$ cat config.mk
export PLATFORM = sky130hd
export DESIGN_NAME = peak_to_peak_stepped_agc_top_flat
export DESIGN_NICKNAME = d
export VERILOG_FILES = /design/src/sv/ppagc_pkg.sv /design/src/sv/ppagc_if.sv /design/src/sv/peak_to_peak_stepped_agc_top.sv /design/src/flat_wrapper.sv
export SDC_FILE = /design/constraint.sdc
export NUM_CORES = 1
export LEC_CHECK = 0
export BUFFER_PORTS_ARGS = -buffer_cell sky130_fd_sc_hd__clkbuf_2
export CORE_ASPECT_RATIO = 1.25
export CORE_MARGIN = 4
export CORE_UTILIZATION = 61
export DETAILED_ROUTE_END_ITERATION = 7
export HOLD_SLACK_MARGIN = 0.1
export MAX_ROUTING_LAYER = met4
export PLACE_DENSITY = 0.87
export SLEW_MARGIN = 15
export SYNTH_ARGS = -nofsm -noshare
export SYNTH_HDL_FRONTEND = slang
export SYNTH_SLANG_ARGS = --single-unit
$ cat constraint.sdc
create_clock -name clk -period 8.6 [get_ports clk]
set_input_delay 0.43 -clock clk [delete_from_list [all_inputs] [get_ports clk]]
set_output_delay 0.43 -clock clk [all_outputs]
set_load 0.1 [all_outputs]
$ cat src/sv/ppagc_pkg.sv
// shared types, register codes and reset values for the peak-to-peak stepped agc
package ppagc_pkg;

  localparam int SampleW = 8;
  localparam int GainW = 3;
  localparam int WinLenW = 16;
  localparam int CfgIndexW = 4;
  localparam int CfgDataW = 16;

  typedef logic [SampleW-1:0] sample_t;
  typedef logic [GainW-1:0] gain_t;
  typedef logic [WinLenW-1:0] win_len_t;
  typedef logic [CfgIndexW-1:0] cfg_index_t;
  typedef logic [CfgDataW-1:0] cfg_data_t;

  // register indexes
  localparam cfg_index_t RegWindowLength = 4'd0;
  localparam cfg_index_t RegHighThreshold = 4'd1;
  localparam cfg_index_t RegLowThreshold = 4'd2;
  localparam cfg_index_t RegStartLevel = 4'd3;

  // reset values
  localparam win_len_t ResetWindowLength = 16'd500;
  localparam sample_t ResetHighThreshold = 8'd230;
  localparam sample_t ResetLowThreshold = 8'd100;
  localparam sample_t ResetStartLevel = 8'd128;

endpackage

$ cat src/sv/ppagc_if.sv
// stream and configuration interfaces of the peak-to-peak stepped agc
interface ppagc_sample_if import ppagc_pkg::*; ();
  logic valid;
  logic ready;
  sample_t sample;
  modport source (output valid, output sample, input ready);
  modport sink (input valid, input sample, output ready);
endinterface

interface ppagc_result_if import ppagc_pkg::*; ();
  logic valid;
  logic ready;
  gain_t gain_step;
  sample_t peak_to_peak;
  modport source (output valid, output gain_step, output peak_to_peak, input ready);
  modport sink (input valid, input gain_step, input peak_to_peak, output ready);
endinterface

interface ppagc_cfg_if import ppagc_pkg::*; ();
  logic valid;
  logic ready;
  cfg_index_t index;
  cfg_data_t data;
  modport source (output valid, output index, output data, input ready);
  modport sink (input valid, input index, input data, output ready);
endinterface

$ cat src/sv/peak_to_peak_stepped_agc_top.sv
// peak-to-peak stepped agc: window min/max tracking and gain stepping
// result: a window-closing sample's result is loaded into the output register when the sample is accepted
// throughput: one sample request per cycle; the only stall is a closing sample
//   arriving while the previous result still sits unread in the output register
// reset: rst is synchronous, active high; registers return to their reset
//   values, trackers to level 128, the sample count to zero, gain to the top step
module peak_to_peak_stepped_agc_top import ppagc_pkg::*; #(
  parameter int GAIN_STEPS_MAX = 7
) (
  input logic clk,
  input logic rst,
  ppagc_sample_if.sink samples,
  ppagc_result_if.source results,
  ppagc_cfg_if.sink cfg
);

  // top gain step, held to what the 3-bit field can carry
  localparam gain_t GainTop = (GAIN_STEPS_MAX > 7) ? gain_t'(7) : gain_t'(GAIN_STEPS_MAX);

  // configuration registers
  win_len_t window_length;
  sample_t high_threshold;
  sample_t low_threshold;
  sample_t start_level;

  // window state
  sample_t window_min;
  sample_t window_max;
  win_len_t samples_seen;
  gain_t gain_level;

  // result register
  logic res_valid;
  gain_t res_gain;
  sample_t res_pp;

  // combinational path for one sample request
  logic accept;
  logic first;
  logic closes;
  sample_t base_min;
  sample_t base_max;
  sample_t window_min_next;
  sample_t window_max_next;
  logic [WinLenW:0] count;
  logic [WinLenW:0] len;
  sample_t pp;
  gain_t gain_lowered;
  gain_t gain_level_next;

  // config writes are always taken
  assign cfg.ready = 1'b1;

  // a new window starts from the start level, read at its first sample
  assign first = (samples_seen == '0);
  assign base_min = first ? start_level : window_min;
  assign base_max = first ? start_level : window_max;
  assign window_max_next = (samples.sample > base_max) ? samples.sample : base_max;
  assign window_min_next = (samples.sample < base_min) ? samples.sample : base_min;

  // zero length acts as one; a shortened window closes at once
  assign count = {1'b0, samples_seen} + 1'b1;
  assign len = (window_length == '0) ? (WinLenW+1)'(1) : {1'b0, window_length};
  assign closes = (count >= len);

  // lower first, then raise, both saturating
  assign pp = window_max_next - window_min_next;
  assign gain_lowered = ((pp > high_threshold) && (gain_level != '0)) ?
                        gain_level - 1'b1 : gain_level;
  assign gain_level_next = ((pp < low_threshold) && (gain_lowered < GainTop)) ?
                           gain_lowered + 1'b1 : gain_lowered;

  // stall only a closing sample that would overwrite an unread result
  assign samples.ready = !closes || !res_valid || results.ready;
  assign accept = samples.valid && samples.ready;

  assign results.valid = res_valid;
  assign results.gain_step = res_gain;
  assign results.peak_to_peak = res_pp;

  always_ff @(posedge clk) begin
    if (rst) begin
      window_length <= ResetWindowLength;
      high_threshold <= ResetHighThreshold;
      low_threshold <= ResetLowThreshold;
      start_level <= ResetStartLevel;
    end else if (cfg.valid) begin
      unique case (cfg.index)
        RegWindowLength: window_length <= cfg.data;
        RegHighThreshold: high_threshold <= cfg.data[SampleW-1:0];
        RegLowThreshold: low_threshold <= cfg.data[SampleW-1:0];
        RegStartLevel: start_level <= cfg.data[SampleW-1:0];
        default: ; // unknown index, write dropped
      endcase
    end
  end

  always_ff @(posedge clk) begin
    if (rst) begin
      window_min <= ResetStartLevel;
      window_max <= ResetStartLevel;
      samples_seen <= '0;
      gain_level <= GainTop;
      res_valid <= 1'b0;
    end else begin
      if (accept) begin
        window_min <= window_min_next;
        window_max <= window_max_next;
        if (closes) begin
          samples_seen <= '0;
          gain_level <= gain_level_next;
        end else begin
          samples_seen <= count[WinLenW-1:0];
        end
      end
      if (accept && closes) begin
        res_valid <= 1'b1;
      end else if (results.ready) begin
        res_valid <= 1'b0;
      end
    end
  end

  // result payload, loaded when a window closes
  always_ff @(posedge clk) begin
    if (accept && closes) begin
      res_gain <= gain_level_next;
      res_pp <= pp;
    end
  end

endmodule
$ cat src/flat_wrapper.sv
// flat-port wrapper written by rule: the top's interface ports become plain ports
module peak_to_peak_stepped_agc_top_flat import ppagc_pkg::*;
#(
  parameter int GAIN_STEPS_MAX = 7
)
  (clk, rst, samples_valid, samples_sample, samples_ready, results_valid, results_gain_step, results_peak_to_peak, results_ready, cfg_valid, cfg_index, cfg_data, cfg_ready);
  ppagc_sample_if samples_i ();
  ppagc_result_if results_i ();
  ppagc_cfg_if cfg_i ();
  input logic clk;
  input logic rst;
  input wire logic [$bits(samples_i.valid)-1:0] samples_valid;
  input wire logic [$bits(samples_i.sample)-1:0] samples_sample;
  output wire logic [$bits(samples_i.ready)-1:0] samples_ready;
  output wire logic [$bits(results_i.valid)-1:0] results_valid;
  output wire logic [$bits(results_i.gain_step)-1:0] results_gain_step;
  output wire logic [$bits(results_i.peak_to_peak)-1:0] results_peak_to_peak;
  input wire logic [$bits(results_i.ready)-1:0] results_ready;
  input wire logic [$bits(cfg_i.valid)-1:0] cfg_valid;
  input wire logic [$bits(cfg_i.index)-1:0] cfg_index;
  input wire logic [$bits(cfg_i.data)-1:0] cfg_data;
  output wire logic [$bits(cfg_i.ready)-1:0] cfg_ready;
  assign samples_i.valid = samples_valid;
  assign samples_i.sample = samples_sample;
  assign samples_ready = samples_i.ready;
  assign results_valid = results_i.valid;
  assign results_gain_step = results_i.gain_step;
  assign results_peak_to_peak = results_i.peak_to_peak;
  assign results_i.ready = results_ready;
  assign cfg_i.valid = cfg_valid;
  assign cfg_i.index = cfg_index;
  assign cfg_i.data = cfg_data;
  assign cfg_ready = cfg_i.ready;
  peak_to_peak_stepped_agc_top #(.GAIN_STEPS_MAX(GAIN_STEPS_MAX)) u_core (.clk(clk), .rst(rst), .samples(samples_i), .results(results_i), .cfg(cfg_i));
endmodule
==> results.toml <==
[synthesis]
synth_flop_cell = "dfxtp_1"
synthTopCellsByArea = "dfxtp_1, ha_1, nand2_1"
synth_seq_cells = 87
post_synth_inst_count = 724
synth_area_per_cell_sq_um = 8.22
synth_edf_count = 11
synth_top_area_share_pct = 25.6
synthTopCellsByCount = "nand2_1, dfxtp_1, a21oi_1"
synthesis.area_sq_mm = 0.00595
yosysSeqAreaShare_pct = 31.1
yosys.cell_types.count = 79
synth-warning-count = 0
async_reset_ff_share_pct = 0
yosysMostFrequentCell = "nand2_1"
synth_area_leader_cell = "dfxtp_1"
syn_nets = 811

[sta]
fin_crit_ns = 8.04
holdWs_ns = 0.301
tightest_slew_ns = 1.01
period_share_pct = 93.5
rsz0062_at_grt = "no"
fin_setup_tns_ns = 0
fin_skew_ns = 0.0117
setup_viol = 0
clock.fmax_mhz = 124
finalHoldViolations = 0
relSlewSlack_pct = 32.9
finalMaxSlewViolations = 0

[placed_design]
io_buffers = 45
hpwlAfterDp_mm = 11.5
place_congestion = 0.934
dp_cells = 864

[global_routing]
grt_pass1_vias = 5415
antenna_found_initial = 0
grt_max_degree = 54
grt_use_total_pct = 29.2
grt_pass1_wl_mm = 25.8
grt-ovfl-total = 0

[clocking]
clkLatencyLatePin_ns = 0.35
ctsLongestPathBuffers = 2
cts_hold_buf = 0
cts_tree = "done"
cts_root_buf = "clkbuf_16"
cts_buffers = 9
h-tree-depth = 3
clk_pin_slew_ns = 0.07
clkSinkCount = 87

[finish]
final_cells = 880
area_growth_pct = 9.92
antenna_cells = 0
post-route-util_pct = 68.5
drive_gt1_share_pct = 15.1
layout.nets = 836

[die]
std_cell_rows = 40
core-area_sq_mm = 0.00956
io_pins = 47
dieWidth_um = 96.4
die_y_um = 118
die_area_sq_mm = 0.0114
initial_utilization_pct = 62.3

[drt]
wire_per_inst_um = 18.0
drtPass1Iterations = 5
drc_errors = 0
vias_per_cell = 6.34
ant_nets = 0
first_iter_violations = 473
wl_mm = 15.8
num_vias = 5576

[setup_path]
crit_fanout = 14
slowest_stage = "and4_1"
cpLargestDelayFamily = "compound AO/OA/AOI/OAI gates"
max_stage_delay_ns = 0.49
worstSetupStartpointType = "flip-flop"
worstSetupPathType = "reg -> reg"
end_kind = "flip-flop"
crit_buf_inv = 3
critPathArrivalTime_ns = 8.33
crit_required_ns = 8.88
cpMostUsedCell = "ha_1"

[run]
maxCapViolCount = 0

[pwr]
p_leak_nw = 2.90
ir_drop_mv = 0.120
p_per_area_mw_per_mm2 = 210

[run_status]
outcome = "complete, no violations"

[min_path]
hold_path_class = "in -> reg"
per-stage QoR:
| stage | setup slack [ns] | power (mW) | instance area, sq um |
|---|---|---|---|
| 2_1_floorplan | 1.52 | 0.807 | 5950 |
| 3_3_place_gp | 1.05 | 0.893 | 6200 |
| 6_report | 0.555 | 1.37 | 6550 |
| 4_1_cts | 0.479 | 1.36 | 6530 |
| 5_1_grt | 0.0497 | 1.44 | 6550 |
| 3_5_place_dp | 0.538 | 0.921 | 6200 |
cells by family after synthesis:
group / after synthesis / synth area share, %
AO/OA/AOI/OAI: 177 / 20.1
AND/OR/NAND/NOR: 277 / 23.9
buffers and inverters: 82 / 5.95
flip-flops: 87 / 31.1
adder cells (fa/ha/maj): 56 / 11.7
other: 1 / 0.0630
XOR/XNOR: 16 / 2.35
multiplexers: 28 / 4.83
metal layers:
layer / vias up / share of wire [%] / GRT usage [%]
li1: 2628 / - / -
met1: 2643 / 39 / 33.3
met2: 228 / 51 / 48.1
met3: 77 / 4.8 / 4.46
met4: 0 / 5.4 / 16.1
met5: - / 0 / -
layout make-up:
class                      count  area [sq um]
fill                         748          3010
sequential                    87          1850
clock buffer                   9           225
multi-input combinational    555          3770
tap                          126           158
inverter                      48           180
timing repair buffer          48           248
clock inverter                 7           113
worst register-to-register path, delay by kind of cell, from the launching register on:
kind                     cells  cell delay [ns]
adder cells (fa/ha/maj)      5             1.35
flip-flops                   1             0.35
AO/OA/AOI/OAI               11             3.10
multiplexers                 3             0.77
buffers and inverters        3             0.29
AND/OR/NAND/NOR              9             2.11
cell usage in the layout, fill, tap and decap left out, types with 11 or more instances in the layout:
cell type,n
clkbuf_2,45
dfxtp_1,76
nand2_1,99
edfxtp_1,11
ha_1,54
nand3_1,17
a21oi_1,66
nor3_1,11
o21ai_0,23
mux2i_1,25
and2_1,13
inv_1,48
o211ai_1,19
nor2_1,53
or2_2,16
nor2b_1,12
where the power goes:
| part | internal [mW] | switching (mW) |
|---|---|---|
| clock network | 0.261 | 0.181 |
| logic | 0.198 | 0.292 |
| registers | 0.432 | 0.00727 |
| total | 0.891 | 0.481 |
state kept, by name, summed over array words and instances (netlist names):
signal and count:
u_core.start_level 8, u_core.samples_seen 16, u_core.results.peak_to_peak 8, u_core.low_threshold 8, u_core.window_length 16, u_core.results.valid 1
u_core.window_max 8, u_core.results.gain_step 3, u_core.high_threshold 8, u_core.gain_level 3, u_core.window_min 8
timing repair:
item / in CTS / in global routing
setup endpoints to repair: 0 / 2
setup buffers: 0 / 0
gates resized for setup: 0 / 1
path summary, 6_finish.rpt:
path	startpoint	to	slack [ns]	depth (start not counted)
setup / recovery	u_core.samples_seen[0]$_SDFFE_PP0P_	u_core.gain_level[2]$_SDFFE_PP1P_	0.56	31
hold / removal	cfg_data[14]	u_core.window_length[14]$_SDFFE_PP0P_	0.30	3
setup reg to reg	u_core.samples_seen[0]$_SDFFE_PP0P_	u_core.gain_level[2]$_SDFFE_PP1P_	0.56	31
hold reg to reg	u_core.window_min[2]$_SDFFE_PP0P_	u_core.window_min[2]$_SDFFE_PP0P_	0.46	2
(Power assumes the default switching activity.)
